[src/hdl/bds_pkg.sv]
package bds_pkg;

	localparam int SampleW = 12;
	localparam int DutyW   = 11;
	localparam int LevelW  = 12;
	localparam int IndexW  = 3;
	localparam int PhaseW  = 3;

	localparam int InDataW  = 48;
	localparam int OutDataW = 24;

	localparam logic [IndexW-1:0] REG_TARGET      = 3'd0;
	localparam logic [IndexW-1:0] REG_PHASE_ONE   = 3'd1;
	localparam logic [IndexW-1:0] REG_PHASE_TWO   = 3'd2;
	localparam logic [IndexW-1:0] REG_OVERCURRENT = 3'd3;
	localparam logic [IndexW-1:0] REG_CUTOUT      = 3'd4;

	localparam logic [LevelW-1:0] TARGET_RESET      = 12'd2048;
	localparam logic [LevelW-1:0] PHASE_ONE_RESET   = 12'd1024;
	localparam logic [LevelW-1:0] PHASE_TWO_RESET   = 12'd2048;
	localparam logic [LevelW-1:0] OVERCURRENT_RESET = 12'd3500;
	localparam logic [LevelW-1:0] CUTOUT_RESET      = 12'd1500;

	localparam logic [PhaseW-1:0] PHASES_LOW = 3'b010;
	localparam logic [PhaseW-1:0] PHASES_MID = 3'b101;
	localparam logic [PhaseW-1:0] PHASES_ALL = 3'b111;

	localparam logic OP_REGULATE   = 1'b0;
	localparam logic OP_SOFT_START = 1'b1;

	typedef struct packed {
		logic [LevelW-1:0] target_level;
		logic [LevelW-1:0] phase_one_level;
		logic [LevelW-1:0] phase_two_level;
		logic [LevelW-1:0] overcurrent_level;
		logic [LevelW-1:0] cutout_level;
	} cfg_t;

	typedef struct packed {
		logic               operation;
		logic [SampleW-1:0] output_sample;
		logic [SampleW-1:0] battery_sample;
		logic [SampleW-1:0] current_sample;
		logic [DutyW-1:0]   duty_ceiling;
	} in_item_t;

	typedef struct packed {
		logic [DutyW-1:0]  compare_value;
		logic              compare_valid;
		logic [PhaseW-1:0] phase_enable;
		logic              keep_starting;
		logic              undervolt;
		logic              overcurrent;
	} res_t;

endpackage

[src/hdl/buck_duty_stepper_unit.sv]
// Duty stepper for a three-phase buck converter. Each input item carries the
// output, battery and current samples, a duty ceiling and the mode in tuser;
// it produces exactly one result item with the timer compare value, the phase
// enables and the protection flags. The block takes one item per clock while
// the result side is not stalled. Each result is registered in the result
// register as its item leaves the input register: these two registers bracket
// the step logic, and the stored duty is updated as an item moves from the
// first to the second. Backpressure on the result side holds a waiting result
// and a full input register in place.
module buck_duty_stepper_unit #(
	parameter int PERIOD_COUNTS = 1200
) (
	input  logic                          clk,
	input  logic                          arst_n,
	input  logic                          s_tvalid,
	output logic                          s_tready,
	// output_sample, battery_sample, current_sample, duty_ceiling, zero fill
	input  logic [bds_pkg::InDataW-1:0]   s_tdata,
	// operation
	input  logic                          s_tuser,
	output logic                          m_tvalid,
	input  logic                          m_tready,
	// compare_value, compare_valid, phase_enable, keep_starting, undervolt,
	// overcurrent, zero fill
	output logic [bds_pkg::OutDataW-1:0]  m_tdata,
	input  logic                          cfg_we,
	input  logic [bds_pkg::IndexW-1:0]    cfg_index,
	input  logic [bds_pkg::LevelW-1:0]    cfg_data
);
	import bds_pkg::*;

	cfg_t             cfg;
	in_item_t         item_s1;
	logic             valid_s1;
	res_t             res_s2;
	logic             valid_s2;
	logic [DutyW-1:0] duty_q;
	logic [DutyW-1:0] duty_next;
	res_t             res_next;
	logic             adv_s2;
	logic             adv_s1;
	logic             take;

	bds_cfg u_cfg (
		.clk       (clk),
		.arst_n    (arst_n),
		.cfg_we    (cfg_we),
		.cfg_index (cfg_index),
		.cfg_data  (cfg_data),
		.cfg       (cfg)
	);

	bds_calc #(
		.PERIOD_COUNTS (PERIOD_COUNTS)
	) u_calc (
		.cfg       (cfg),
		.item      (item_s1),
		.duty      (duty_q),
		.duty_next (duty_next),
		.res       (res_next)
	);

	assign adv_s2   = !valid_s2 || m_tready;
	assign adv_s1   = valid_s1 && adv_s2;
	assign s_tready = !valid_s1 || adv_s2;
	assign take     = s_tvalid && s_tready;

	always_ff @(posedge clk or negedge arst_n) begin
		if (!arst_n) begin
			valid_s1 <= 1'b0;
			valid_s2 <= 1'b0;
			duty_q   <= '0;
		end else begin
			if (s_tready) begin
				valid_s1 <= s_tvalid;
			end
			if (adv_s2) begin
				valid_s2 <= valid_s1;
			end
			if (adv_s1) begin
				duty_q <= duty_next;
			end
		end
	end

	always_ff @(posedge clk) begin
		if (take) begin
			item_s1.operation      <= s_tuser;
			item_s1.output_sample  <= s_tdata[11:0];
			item_s1.battery_sample <= s_tdata[23:12];
			item_s1.current_sample <= s_tdata[35:24];
			item_s1.duty_ceiling   <= s_tdata[46:36];
		end
		if (adv_s1) begin
			res_s2 <= res_next;
		end
	end

	assign m_tvalid = valid_s2;
	assign m_tdata  = {6'b0, res_s2.overcurrent, res_s2.undervolt, res_s2.keep_starting,
		res_s2.phase_enable, res_s2.compare_valid, res_s2.compare_value};

`ifndef SYNTHESIS
	a_duty_hold: assert property (@(posedge clk) disable iff (!arst_n)
		!adv_s1 |=> $stable(duty_q))
		else $error("duty changed without an item advancing");

	a_ready_only_when_full: assert property (@(posedge clk) disable iff (!arst_n)
		!s_tready |-> (valid_s1 && valid_s2))
		else $error("input stalled while a register stage is free");

	a_keep_implies_valid: assert property (@(posedge clk) disable iff (!arst_n)
		valid_s2 && res_s2.keep_starting |-> res_s2.compare_valid)
		else $error("keep_starting without compare_valid");

	a_phase_code: assert property (@(posedge clk) disable iff (!arst_n)
		valid_s2 |-> (res_s2.phase_enable == PHASES_LOW ||
			res_s2.phase_enable == PHASES_MID || res_s2.phase_enable == PHASES_ALL))
		else $error("illegal phase pattern");

	a_compare_nonzero: assert property (@(posedge clk) disable iff (!arst_n)
		valid_s2 |-> (res_s2.compare_value != '0))
		else $error("compare value of zero");
`endif

endmodule

[src/hdl/bds_cfg.sv]
module bds_cfg (
	input  logic                         clk,
	input  logic                         arst_n,
	input  logic                         cfg_we,
	input  logic [bds_pkg::IndexW-1:0]   cfg_index,
	input  logic [bds_pkg::LevelW-1:0]   cfg_data,
	output bds_pkg::cfg_t                cfg
);
	import bds_pkg::*;

	cfg_t cfg_q;

	always_ff @(posedge clk or negedge arst_n) begin
		if (!arst_n) begin
			cfg_q.target_level      <= TARGET_RESET;
			cfg_q.phase_one_level   <= PHASE_ONE_RESET;
			cfg_q.phase_two_level   <= PHASE_TWO_RESET;
			cfg_q.overcurrent_level <= OVERCURRENT_RESET;
			cfg_q.cutout_level      <= CUTOUT_RESET;
		end else if (cfg_we) begin
			unique case (cfg_index)
				REG_TARGET:      cfg_q.target_level      <= cfg_data;
				REG_PHASE_ONE:   cfg_q.phase_one_level   <= cfg_data;
				REG_PHASE_TWO:   cfg_q.phase_two_level   <= cfg_data;
				REG_OVERCURRENT: cfg_q.overcurrent_level <= cfg_data;
				REG_CUTOUT:      cfg_q.cutout_level      <= cfg_data;
				default: begin
				end
			endcase
		end
	end

	assign cfg = cfg_q;

endmodule

[src/hdl/bds_calc.sv]
module bds_calc #(
	parameter int PERIOD_COUNTS = 1200
) (
	input  bds_pkg::cfg_t                cfg,
	input  bds_pkg::in_item_t            item,
	input  logic [bds_pkg::DutyW-1:0]    duty,
	output logic [bds_pkg::DutyW-1:0]    duty_next,
	output bds_pkg::res_t                res
);
	import bds_pkg::*;

	localparam logic [15:0] TOP = 16'(PERIOD_COUNTS - 1);

	logic             above;
	logic             below;
	logic [DutyW:0]   duty_ext;
	logic [DutyW:0]   limit_ext;
	logic [DutyW:0]   inc;
	logic [DutyW:0]   stepped;
	logic [DutyW:0]   picked;
	logic             valid;
	logic             keep;
	logic [15:0]      cmp_raw;

	assign above     = item.output_sample > cfg.target_level;
	assign below     = item.output_sample < cfg.target_level;
	assign duty_ext  = {1'b0, duty};
	assign limit_ext = {1'b0, item.duty_ceiling};
	assign inc       = duty_ext + 1'b1;

	always_comb begin
		stepped = duty_ext;
		picked  = duty_ext;
		valid   = 1'b0;
		keep    = 1'b0;
		if (item.operation == OP_REGULATE) begin
			if (above) begin
				if (duty != '0) begin
					stepped = duty_ext - 1'b1;
				end
			end else if (below) begin
				stepped = inc;
			end
			picked = (stepped > limit_ext) ? limit_ext : stepped;
			valid  = 1'b1;
		end else if (below) begin
			if (inc > limit_ext) begin
				picked = limit_ext;
			end else begin
				picked = inc;
				valid  = 1'b1;
				keep   = 1'b1;
			end
		end
	end

	assign duty_next = picked[DutyW-1:0];

	always_comb begin
		if (duty_next <= DutyW'(1)) begin
			cmp_raw = 16'd1;
		end else begin
			cmp_raw = 16'(duty_next) - 16'd1;
		end
		if (cmp_raw > TOP) begin
			cmp_raw = TOP;
		end
	end

	always_comb begin
		res.compare_value = cmp_raw[DutyW-1:0];
		res.compare_valid = valid;
		res.keep_starting = keep;
		res.undervolt     = item.battery_sample <= cfg.cutout_level;
		res.overcurrent   = item.current_sample > cfg.overcurrent_level;
		priority if (item.current_sample < cfg.phase_one_level) begin
			res.phase_enable = PHASES_LOW;
		end else if (item.current_sample > cfg.phase_one_level &&
				item.current_sample < cfg.phase_two_level) begin
			res.phase_enable = PHASES_MID;
		end else begin
			res.phase_enable = PHASES_ALL;
		end
	end

endmodule

[config.mk]
export PLATFORM = sky130hd
export DESIGN_NAME = buck_duty_stepper_unit
export DESIGN_NICKNAME = d
export VERILOG_FILES = /design/src/hdl/bds_pkg.sv /design/src/hdl/buck_duty_stepper_unit.sv /design/src/hdl/bds_cfg.sv /design/src/hdl/bds_calc.sv
export SDC_FILE = /design/constraint.sdc
export NUM_CORES = 1
export LEC_CHECK = 0
export ABC_AREA = 1
export BUFFER_PORTS_ARGS = -buffer_cell sky130_fd_sc_hd__buf_2
export CELL_PAD_IN_SITES_DETAIL_PLACEMENT = 1
export CELL_PAD_IN_SITES_GLOBAL_PLACEMENT = 2
export CORE_ASPECT_RATIO = 1.4
export CORE_MARGIN = 2
export CORE_UTILIZATION = 36
export CTS_CLUSTER_DIAMETER = 150
export DETAILED_ROUTE_END_ITERATION = 8
export HOLD_SLACK_MARGIN = 0.1
export PLACE_DENSITY_LB_ADDON = 0.1
export SYNTH_ARGS = -nofsm -noshare
export SYNTH_HDL_FRONTEND = slang
export SYNTH_HIERARCHICAL = 1
export SYNTH_SLANG_ARGS = --single-unit
export TNS_END_PERCENT = 50
[constraint.sdc]
create_clock -name clk -period 6.24 [get_ports clk]
set_clock_uncertainty 0.2 [all_clocks]
set_input_delay 0 -clock clk [delete_from_list [all_inputs] [get_ports clk]]
set_output_delay 0 -clock clk [all_outputs]
set_load 0.005 [all_outputs]
Word level (Yosys, flattened, before mapping)
Cells that the tools add are included.

Add/subtract/negate cells: 3. Mux-type cells: 12. Equality and inequality tests: 4. $lt $le $gt $ge: 11. Reduce and logical (&&, ||, !) cells: 14.

Operator list (number): 12-bit two-way mux (4); 11-bit two-way mux (4); 12-bit > comparator (3); 12-bit < comparator (3); 12-bit by 11-bit > comparator with 1-bit output (2); 11-bit by 1-bit subtractor with 12-bit output, second input constant (2); 16-bit by 11-bit > comparator with 1-bit output, second input constant (1); 16-bit two-way mux (1); 11-bit by 1-bit adder with 12-bit output, second input constant (1); 12-bit less-or-equal comparator (1); 11-bit by 1-bit less-or-equal comparator with 1-bit output, second input constant (1); 11-bit nonzero test (1); 2-bit AND reduction (5); 3-bit by 2-bit equality test with 1-bit output, second input constant (2); 3-bit by 1-bit equality test with 1-bit output, second input constant (1); 3-bit equality test, second input constant (1); 1-bit logical AND (3); 3-bit zero test (1); 1-bit zero test (2); 1-bit logical OR (2); 1-bit two-way mux (2); 2-bit two-way mux (1).

Register bits: 139. Output and inout bits: 26. Input port bits: 69. Logic and storage cells: 63.

Logic depth before layout (Yosys ltp)
Gate-level depths: netlist (run 1).

Depth in word-level cells: 10. Mapped depth: 41. Gate-level depth less buffers: 41.

Modules after synthesis
Netlist (run 1), hierarchy kept.

Modules (own cells, without submodules): bds_calc (area each 3903.7 µm², cells each 684, instances 1); buck_duty_stepper_unit (area each 2560.0 µm², cells each 131, instances 1); bds_cfg (area each 2486.1 µm², cells each 274, instances 1).

Worst setup path after synthesis (run 1)
No wires, ideal clock.

Path kind: register -> register. Start point: reg u_cfg.cfg_q (netlist bit u_cfg/cfg[59]). End point: reg res_s2 (netlist bit m_tdata[9]) (data pin). Stages on the path, launching flop included: 36. Arrival: 3.920 ns. Clock period less this slack: 4.376 ns. Data required time: 5.784 ns. Library setup time: 0.256 ns. Path slack: 1.864 ns. Cells stage by stage: dfstp_2 -> inv_1 -> ha_1 -> a21o_1 -> nor2_1 -> nand3_2 -> buf_2 -> nand2_1 -> nand2_1 -> o22ai_1 -> ha_1 -> a21oi_1 -> nor2_1 -> nor2_1 -> nand2_1 -> nand2_1 -> nand2_1 -> nand2_1 -> nand2_1 -> nand2_1 -> nand2_4 -> buf_8 -> nand2_1 -> nand3_1 -> nand2_1 -> nand2_1 -> nor2_2 -> nand3_2 -> inv_2 -> nand2_2 -> nand2_1 -> nand2_1 -> nand2_2 -> nand2_4 -> nand2_4 -> nor2_2.

Longest elaborated chain between the ends: 10. Elaborated cells on any way between the ends: 13. Classes of those cells: add/sub: 1; order compare: 5; mux: 7.

Ends and longest elaborated chain: from (decl) (line bds_cfg.sv:11) `cfg_t cfg_q;`; 12-bit < comparator (line bds_calc.sv:26) `assign below = item.output_sample < cfg.target_level;`; 12-bit two-way mux (line bds_calc.sv:41) `end else if (below) begin`; 12-bit two-way mux (line bds_calc.sv:37) `if (above) begin`; 12-bit two-way mux (line bds_calc.sv:36) `if (item.operation == OP_REGULATE) begin`; 12-bit by 11-bit > comparator with 1-bit output (line bds_calc.sv:44) `picked = (stepped > limit_ext) ? limit_ext : stepped;`; 11-bit two-way mux (line bds_calc.sv:44); 11-bit two-way mux (*) (line bds_calc.sv:36); 11-bit by 1-bit subtractor with 12-bit output or 11-bit by 1-bit less-or-equal comparator with 1-bit output (tied branches) (line bds_calc.sv:63, bds_calc.sv:60); 16-bit two-way mux (*) (line bds_calc.sv:60) `if (duty_next <= DutyW'(1)) begin`; 16-bit by 11-bit > comparator with 1-bit output (line bds_calc.sv:65) `if (cmp_raw > TOP) begin`; to (signal assigned) (line buck_duty_stepper_unit.sv:95) `res_s2 <= res_next;`; to (decl) (line buck_duty_stepper_unit.sv:35) `res_t res_s2;`.

Every way passes the cells marked *; elsewhere a longest branch is shown, timed or not. The select of a mux whose other input is x is not followed. A chain may end at the register's enable or synchronous reset.

Worst setup path after layout (run 1)
Start point: reg u_cfg.cfg_q (netlist bit u_cfg/cfg[59]). End point: reg res_s2 (netlist bit m_tdata[9]) (data pin).

Longest elaborated chain between the ends: 10. Elaborated cells on any way between the ends: 13. Classes of those cells: add/sub: 1; order compare: 5; mux: 7.

Ends and longest elaborated chain: 12-bit < comparator (line bds_calc.sv:26); 12-bit two-way mux (line bds_calc.sv:41); 12-bit two-way mux (line bds_calc.sv:37); 12-bit two-way mux (line bds_calc.sv:36); 12-bit by 11-bit > comparator with 1-bit output (line bds_calc.sv:44); 11-bit two-way mux (line bds_calc.sv:44); 11-bit two-way mux (*) (line bds_calc.sv:36); via duty_next[10] (line buck_duty_stepper_unit.sv:38) `logic [DutyW-1:0] duty_next;`; 11-bit by 1-bit subtractor with 12-bit output or 11-bit by 1-bit less-or-equal comparator with 1-bit output (tied branches) (line bds_calc.sv:63, bds_calc.sv:60); 16-bit two-way mux (*) (line bds_calc.sv:60); 16-bit by 11-bit > comparator with 1-bit output (line bds_calc.sv:65).

Mark *: on every way through the listed nets, which the timed path passes. The rest lies on a longest branch. The select of a mux whose other input is x is not followed.

==> out/results.ini, run 1 <==
[status]
outcome=completed

[clock_tree]
cts_max_level=4
cts_hold_buf=127
post_cts_resized=0
cts_tree=built
insertion_delay_ps=430
cts_buffers=17
path_clk_slew_ps=60
root_buffer=clkbuf_16
cts_num_sinks=139
cts_buffer_depth=2
cts_setup_buffers=0

[sta]
hold_viol_final=0
relSlewSlack_pct=30.4
rsz0062_at_grt=no
finalSetupViolations=0
fmax_mhz=188
period_needed_ps=5320
tns_ps=0
tightest_slew_ps=1040
min_period_over_period_pct=85.2
slew_violations=0

[die]
dieArea_sq_mm=0.0262
chipWidth_um=137
die_height_um=191
io_pins=95
initial_utilization_pct=36.4
core-area_sq_mm=0.0246
num_rows=68

[routing]
first_iter_violations=366
wl_per_cell_um=17.6
drc=0
dr.pass1.iters=7
vias_per_cell=4.88
ant_nets=0
vias=7929
wl_um=28600

[global_route]
grt_util_all_layers_pct=23.0
grtUsageMet2_pct=44.3
grt_pass1_vias=8385
grt_pass1_wl_um=45100
grt_max_degree=74
antenna_found_initial=0
grtUsageMet1_pct=25.3
grt_overflow=0
use_met3_pct=3.30
grt.busiest_layer=met2

[worst_hold_path]
hp-class=input port to asynchronous set/reset pin

[worst_setup_path]
cpMaxStageDelayCell=dfstp_2
crit_fanout=13
start_kind=flop
cpMostUsedCell=nand2_1
endpoint_kind=flop
r2r_setup_slack_ps=920
arrival_ps=5300
max_stage_delay_ps=530
crit_type=flop to flop
required_ps=6220

[logic_synthesis]
synth_edf_count=66
syn_area_per_cell_sq_um=8.22
ys_types=43
syn-instance-count=1089
yosysSeqAreaShare_pct=42.8
yosys_most_used_dff=edfxtp_1
syn_area_sq_mm=0.00895
async_flop_share_pct=52.5
synth_warnings=6
ys_seq_elements=139

[finish]
num_antenna_cells=0
area_growth_pct=27.8
layout-drive-gt1-share_pct=14.9
final_cell_mix=nand2_1, inv_1, nand3_1
final_nets=1451
multi_input_area_sq_mm=0.00429
seq_area_sq_mm=0.00383
final_common_cell=nand2_1
n_fill_cell=2964

[pwr]
p_total_mw=4.29
leakagePower_nw=5.63
irDropWorstVdd_mv=0.197
p_per_area_mw_per_mm2=375

[placement]
place.gp.congestion=0.801
io_buffers=87
dp_hpwl_um=20500

[job]
cap_violations=0

==> cells in the mapped netlist (9+ instances only) <==
| master | instances | area (sq um) |
|---|---|---|
| edfxtp_1 | 66 | 1980 |
| a21oi_1 | 49 | 245 |
| nor2_1 | 46 | 173 |
| dfrtp_1 | 56 | 1400 |
| nand4_1 | 9 | 56.3 |
| buf_6 | 9 | 101 |
| o21ai_0 | 23 | 115 |
| buf_4 | 17 | 128 |
| dfstp_2 | 17 | 447 |
| nor2_2 | 11 | 68.8 |
| inv_1 | 144 | 541 |
| nand2_1 | 335 | 1260 |
| ha_1 | 85 | 1060 |
| nand2_2 | 11 | 68.8 |
| nand3_1 | 128 | 641 |
==> power breakdown <==
part           internal [mW]  switching [mW]
Sequential              1.19           0.163
Combinational          0.663            1.23
Clock                  0.644           0.402
==> logic make-up (layout without fill, tap and decap cells) <==
family	Yosys count	count (layout)	share of synthesized area, %
DFF	139	139	42.8
and+or+nand+nor	570	570	28.6
xor gates and xnor gates	8	8	0.783
adders and majority gates	85	85	11.9
buffers and inverters	186	402	9.51
other	1	6	0.0419
AOI/OAI and AO/OA	100	100	6.36
==> final timing paths <==
path,startpoint,to,depth (start not counted)
setup reg to reg,u_cfg/cfg[59],m_tdata[9],32
hold reg to reg,u_cfg/cfg[4],u_cfg/cfg[4],2
hold / removal,arst_n,valid_s1,3
setup / recovery,u_cfg/cfg[59],m_tdata[9],32
min in group clk,s_tdata[45],item_s1[9],2
max in group asynchronous,arst_n,u_cfg/cfg[48],3
==> state kept, by name (all words and copies together), names as in the netlist <==
name	flops
m_tdata	18
m_tvalid	1
u_cfg/cfg	60
duty_q	11
item_s1	48
valid_s1	1
==> through the flow <==
stage	cells	hold slack, ps	setup slack, ps	utilization (%)	cell area [sq um]
2_1_floorplan	1094	-496	1860	-	8970
3_3_place_gp	1466	-23.9	912	38.9	9560
6_report	1625	141	925	46.5	11400
4_1_cts	1625	120	820	46.5	11400
5_1_grt	1625	138	329	46.5	11400
3_5_place_dp	1466	-21.7	862	38.9	9560
==> area by class of cell <==
type,count,share of cell area [%]
Clock buffer,23,4.36
Sequential cell,139,33.5
Tap cell,315,3.45
Multi-Input combinational cell,769,37.5
Clock inverter,9,0.963
Timing Repair Buffer,220,15.3
Inverter,150,4.93
==> metal layers <==
layer / vias up / part of all wire, %
li1: 3948 / -
met1: 3838 / 40
met2: 113 / 56
met3: 30 / 2.1
met4: 0 / 2.1
met5: - / 0
==> critical path, delay by kind of cell (launching register included) <==
| kind | cells | cell delay, ps |
|---|---|---|
| adders and majority gates | 2 | 580 |
| buffers and inverters | 6 | 680 |
| AOI/OAI and AO/OA | 4 | 620 |
| DFF | 1 | 530 |
| and+or+nand+nor | 20 | 2440 |
Power figures use the tool's default switching activity.
==> inputs of run 2 (changes only) <==
--- a/config.mk
+++ b/config.mk
@@ -11,7 +11,7 @@
 export CELL_PAD_IN_SITES_GLOBAL_PLACEMENT = 2
 export CORE_ASPECT_RATIO = 1.4
 export CORE_MARGIN = 2
-export CORE_UTILIZATION = 36
+export CORE_UTILIZATION = 39
 export CTS_CLUSTER_DIAMETER = 150
 export DETAILED_ROUTE_END_ITERATION = 8
 export HOLD_SLACK_MARGIN = 0.1
==> constraint.sdc (replaced) <==
create_clock -name clk -period 6.4 [get_ports clk]
set_clock_uncertainty 0.2 [all_clocks]
set_input_delay 0 -clock clk [delete_from_list [all_inputs] [get_ports clk]]
set_output_delay 0 -clock clk [all_outputs]
set_load 0.005 [all_outputs]
==> run 2 against run 1 <==
  * Final area is 0.15% higher
  * Sequential power down 3%
  * Non-clock buffer count rose by 9
  * Die area decreased by 7.5%
  * Largest cell class unchanged
  * Highest routed layer unchanged
  * First-iteration DRC count shrank 22%
==> out/results.ini, run 2 (same netlist as run 1, synthesis figures left out) <==
[worst_setup_path]
crit_type=flop to flop
cpMostUsedCell=nand2_1
endpoint_kind=flop
crit_family=simple AND/OR/NAND/NOR gates
cpMaxStageDelayCell=dfstp_2
crit_fanout=13  ; unchanged
required_ps=6390  ; +170 ps
start_kind=flop
crit_buf_inv=5  ; -1
arrival_ps=5330  ; +30 ps
max_stage_delay_ps=520  ; about the same

[finish]
final_cell_mix=nand2_1, inv_1, dlygate4sd3_1
area_growth_pct=28.0
layout-drive-gt1-share_pct=14.8  ; -0.10 points
final_nets=1460  ; +0.62%
num_antenna_cells=0  ; unchanged
fin_area_sq_mm=0.0115  ; +0.15%
largest_register_ff_count=60  ; unchanged
final_common_cell=nand2_1

[sta]
period_needed_ps=5340  ; +23.1 ps
slew_violations=0  ; unchanged
min_period_over_period_pct=83.4  ; -1.8 points
tns_ps=0  ; unchanged
tightest_slew_ps=954  ; -86.5 ps
relSlewSlack_pct=36.4  ; +6.0 points
finalSetupViolations=0  ; unchanged
timing.final.ws_setup_ps=1060  ; +137 ps
fmax_mhz=187  ; -0.43%
worst_hold_slack_ps=129  ; -11.6 ps
rsz0062_at_grt=no
hold_viol_final=0  ; unchanged

[pwr]
p_switching_mw=1.77  ; -1.4%
leakagePower_nw=5.64  ; about the same
internal_power_mw=2.38  ; -4.5%
p_per_area_mw_per_mm2=362  ; -3.4%
irDropWorstVdd_mv=0.211  ; +6.8%
p_comb_share_pct=45.3  ; +1.2 points
power_frac_seq_pct=31.5  ; about the same
switching_share_pct=42.6  ; +0.79 points
clock_power_share_pct=23.2  ; -1.2 points

[die]
io_pins=95  ; unchanged
chipWidth_um=132  ; -3.8%
initial_utilization_pct=39.7  ; +3.3 points
core-area_sq_mm=0.0225  ; -8.4%
dieArea_sq_mm=0.0242  ; -7.5%
num_rows=65  ; -4.4%
die_height_um=183  ; -3.8%

[clock_tree]
post_cts_resized=0  ; unchanged
insertion_delay_ps=430  ; about the same
cts_num_sinks=139  ; unchanged
cts_tree=built
cts_max_level=4  ; unchanged
cts_setup_buffers=0  ; unchanged
path_clk_slew_ps=60  ; about the same
cts_buffer_depth=2  ; unchanged
cts_buffers=17  ; unchanged
root_buffer=clkbuf_16

[worst_hold_path]
hp-class=input port to asynchronous set/reset pin

[placement]
io_buffers=87  ; unchanged
dp_hpwl_um=19900  ; -2.7%
pre_cts_ws_ps=1010  ; +149 ps
place.gp.congestion=0.823  ; +2.7%
placed_cell_area_sq_mm=0.00955  ; about the same

[routing]
drc=0  ; unchanged
vias=8065  ; +1.7%
dr.pass1.iters=4  ; -3
wl_um=29100  ; +1.5%
ant_nets=0  ; unchanged
vias_per_cell=4.98  ; +2.0%
wl_per_cell_um=18.0  ; +1.8%
first_iter_violations=285  ; -22%

[global_route]
grt_util_all_layers_pct=25.0  ; +2.0 points
antenna_found_initial=0  ; unchanged
grt_max_degree=69  ; -6.8%
grt_pass1_wl_um=46400  ; +2.9%
grt_pass1_vias=8853  ; +5.6%
grt_overflow=0  ; unchanged

[status]
outcome=completed

[job]
cap_violations=0  ; unchanged

run 2: worst reg2reg max path, delay by kind of cell (launching register included):
kind / cells / cell delay [ps]
buffers and inverters: 5 / 470
and+or+nand+nor: 30 / 3210
adders and majority gates: 2 / 600
DFF: 1 / 520
AOI/OAI and AO/OA: 1 / 80
run 2: area by class of cell:
type	instances	area, sq um
inverter	150	564
sequential	139	3830
timing repair buffer	229	1840
multi-input combinational	769	4290
tap	301	377
clock inverter	13	126
fill	2737	11100
clock buffer	19	433
run 2: routing by layer:
metal / vias to the layer above / track usage, % / share of wire (%)
met4: 0 / 10.1 / 3.1
met3: 47 / 3.40 / 2.3
met5: - / 0 / 0
met2: 143 / 51.1 / 58
li1: 3972 / - / -
met1: 3903 / 25.0 / 37
run 2: metrics by stage:
step                cells  util (%)  total power, mW
floorplan            1094         -             2.58
global placement     1454      42.4             3.09
detailed placement   1454      42.4             3.14
CTS                  1620      50.8             4.18
global route         1620      50.8             4.49
finish               1620      50.8             4.15
run 2: worst paths after layout:
path / from / to / cells after the start / slack (ps)
setup / recovery: u_cfg/cfg[59] / m_tdata[9] / 38 / 1060
hold / removal: arst_n / duty_q[8] / 3 / 130
setup reg to reg: u_cfg/cfg[59] / m_tdata[9] / 38 / 1060
hold reg to reg: u_cfg/cfg[59] / u_cfg/cfg[59] / 2 / 270
max in group asynchronous: arst_n / u_cfg/cfg[48] / 3 / 5220
min in group clk: cfg_data[2] / u_cfg/cfg[2] / 4 / 240
run 2: repair_timing:
action	in CTS	in global routing
hold buffers	134	0
endpoints found under the setup margin	0	0
hold endpoints to repair	177	0
run 2: power by group through the flow:
stage               sequential [mW]  combinational (mW)  clock, mW
global route                   1.33                2.14       1.02
detailed placement             1.32                1.81          0
CTS                            1.31                1.88      0.988
global placement               1.32                1.77          0
floorplan                      1.27                1.31          0
finish                         1.31                1.88      0.964
==> inputs of run 3 (changes only) <==
--- a/config.mk
+++ b/config.mk
@@ -11,7 +11,7 @@
 export CELL_PAD_IN_SITES_GLOBAL_PLACEMENT = 2
 export CORE_ASPECT_RATIO = 1.4
 export CORE_MARGIN = 2
-export CORE_UTILIZATION = 39
+export CORE_UTILIZATION = 32
 export CTS_CLUSTER_DIAMETER = 150
 export DETAILED_ROUTE_END_ITERATION = 8
 export HOLD_SLACK_MARGIN = 0.1
==> constraint.sdc (replaced) <==
create_clock -name clk -period 4.7 [get_ports clk]
set_clock_uncertainty 0.2 [all_clocks]
set_input_delay 0 -clock clk [delete_from_list [all_inputs] [get_ports clk]]
set_output_delay 0 -clock clk [all_outputs]
set_load 0.005 [all_outputs]
==> run 3 against run 2 <==
  * Via count rose by 4.9%
  * Die area up 21%
  * Highest routed layer unchanged
  * Critical path type unchanged
  * Core utilization is 4.5 points lower
  * Global-route usage is 2.6 points lower
  * Register-to-register slack lost 1000 ps
  * Power up 67%
  * Final area is 11% higher
  * Non-clock buffer count grew 117
  * Wire length increased by 11%
==> out/results.ini, run 3 (same netlist as run 1, synthesis figures left out) <==
[finish]
seq_area_sq_mm=0.00383  ; unchanged
final_nets=1577  ; +8.0%
n_fill_cell=3345  ; +22%
final_common_cell=nand2_1
layout-drive-gt1-share_pct=25.6  ; +11 points
layout.cells.non_filler=1807  ; +12%
fin_area_sq_mm=0.0128  ; +11%
final_cell_mix=nand2_1, inv_1, dlygate4sd3_1
largest_register_ff_count=60  ; unchanged
area_growth_pct=42.7
multi_input_area_sq_mm=0.00453  ; +5.6%

[clock_tree]
root_buffer=clkbuf_16
cts_tree=built
cts_buffers=17  ; unchanged
cts_buffer_depth=2  ; unchanged
path_clk_slew_ps=70  ; about the same
insertion_delay_ps=430  ; about the same
cts_max_level=4  ; unchanged
cts_num_sinks=139  ; unchanged

[worst_setup_path]
r2r_setup_slack_ps=30  ; -1030 ps
endpoint_kind=flop
max_stage_delay_ps=530  ; about the same
crit_type=flop to flop
required_ps=4690  ; -1700 ps
start_kind=flop
arrival_ps=4660  ; -670 ps
cpMaxStageDelayCell=dfstp_2
cpMostUsedCell=nand2_1
crit_fanout=7  ; -6

[placement]
io_buffers=87  ; unchanged
placed_cell_area_sq_mm=0.0104  ; +8.7%
place.gp.congestion=0.871  ; +5.9%
pre_cts_ws_ps=-352  ; -1360 ps
dp_hpwl_um=23500  ; +18%
dp.cells=1622  ; +12%

[job]
cap_violations=0  ; unchanged

[routing]
ant_nets=0  ; unchanged
wl_um=32200  ; +11%
dr.pass1.iters=4  ; unchanged
drc=0  ; unchanged
wl_per_cell_um=17.8  ; -0.77%
vias_per_cell=4.68  ; -5.9%
first_iter_violations=254  ; -11%
vias=8464  ; +4.9%

[global_route]
grt_pass1_vias=9436  ; +6.6%
grt_max_degree=42  ; -39%
grt_util_all_layers_pct=22.4  ; -2.6 points
grt_overflow=0  ; unchanged
grt_pass1_wl_um=50300  ; +8.4%
antenna_found_initial=1  ; +1

[sta]
finalSetupViolations=0  ; unchanged
tightest_slew_ps=880  ; -73.6 ps
relSlewSlack_pct=41.2  ; +4.8 points
period_needed_ps=4670  ; -670 ps
min_period_over_period_pct=99.3  ; +16 points
rsz0062_at_grt=yes
fmax_mhz=214  ; +14%
hold_viol_final=0  ; unchanged
timing.final.ws_setup_ps=31.7  ; -1030 ps
slew_violations=0  ; unchanged

[pwr]
leakagePower_nw=6.31  ; +12%
p_per_area_mw_per_mm2=542  ; +50%
irDropWorstVdd_mv=0.294  ; +40%

[die]
dieArea_sq_mm=0.0293  ; +21%
core-area_sq_mm=0.0276  ; +22%
chipWidth_um=145  ; +10%
die_height_um=202  ; +10%
io_pins=95  ; unchanged
num_rows=72  ; +11%
initial_utilization_pct=32.5  ; -7.3 points

[status]
outcome=completed

[worst_hold_path]
hp-class=input port to flop

[run 3: cell types whose count changed in the layout (fill, tap and decap cells not counted), moves of 5 or more]
cell / previous run / this run
buf_4: 8 / 118
inv_1: 143 / 137
inv_2: 6 / 11
nand2_1: 335 / 310
nand2_2: 11 / 31
nand3_1: 128 / 122
nand3_2: 5 / 11
nor2_1: 46 / 38
nor2_4: 5 / 10
[run 3: report_power, final]
group          total [mW]  switching (mW)  internal, mW  leakage [nW]
logic                3.70            2.07          1.63          4.50
registers            1.73           0.159          1.57          1.51
clock network        1.48           0.594         0.888         0.296
[run 3: per-stage QoR]
stage / util [%] / TNS [ps] / power, mW / hold WS (ps)
finish: 46.3 / 0 / 6.92 / 96.5
global route: 46.3 / -2760 / 7.43 / 108
CTS: 45.7 / -57.6 / 6.82 / 101
detailed placement: 37.7 / -2990 / 4.99 / -54.0
global placement: 37.7 / -2520 / 4.95 / -55.8
floorplan: - / 0 / 3.52 / -496
[run 3: cell type report]
cell class	instances	share of cell area (%)
Multi-Input combinational cell	769	35.5
Sequential cell	139	30.0
Timing Repair Buffer	346	21.6
Inverter	150	4.45
Tap cell	370	3.63
Clock buffer	17	3.33
Clock inverter	15	1.53
Antenna cell	1	0.0196
[run 3: repair_timing]
action                     in CTS  in global routing
hold endpoints to repair      170                  0
setup buffers                  13                  4
pin swaps                      34                 28
hold buffers                  134                  0
setup endpoints to repair      11                 11
gates cloned                    1                  0
resized for setup              37                 41
[run 3: critical path, delay by kind of cell (launching register included)]
kind            cells  cell delay [ps]
simple gates       23             1710
flops               1              530
compound gates      3              320
buf+inv            10             1080
fa+ha+maj           2              550
[run 3: metal layers]
layer | GRT usage [%] | share of wire (%)
met1 | 22.9 | 38
met2 | 44.8 | 57
met3 | 3.00 | 1.6
met4 | 9.80 | 3.8
met5 | 0 | 0
[run 3: final timing paths]
path	end	from	cells after the start
worst min-delay path	item_s1[2]	s_tdata[38]	2
min in group asynchronous	u_cfg/cfg[46]	arst_n	3
worst max register to register	m_tdata[9]	u_cfg/cfg[59]	38
worst max-delay path	m_tdata[9]	u_cfg/cfg[59]	38
worst min register to register	u_cfg/cfg[4]	u_cfg/cfg[4]	2
max in group asynchronous	u_cfg/cfg[8]	arst_n	4
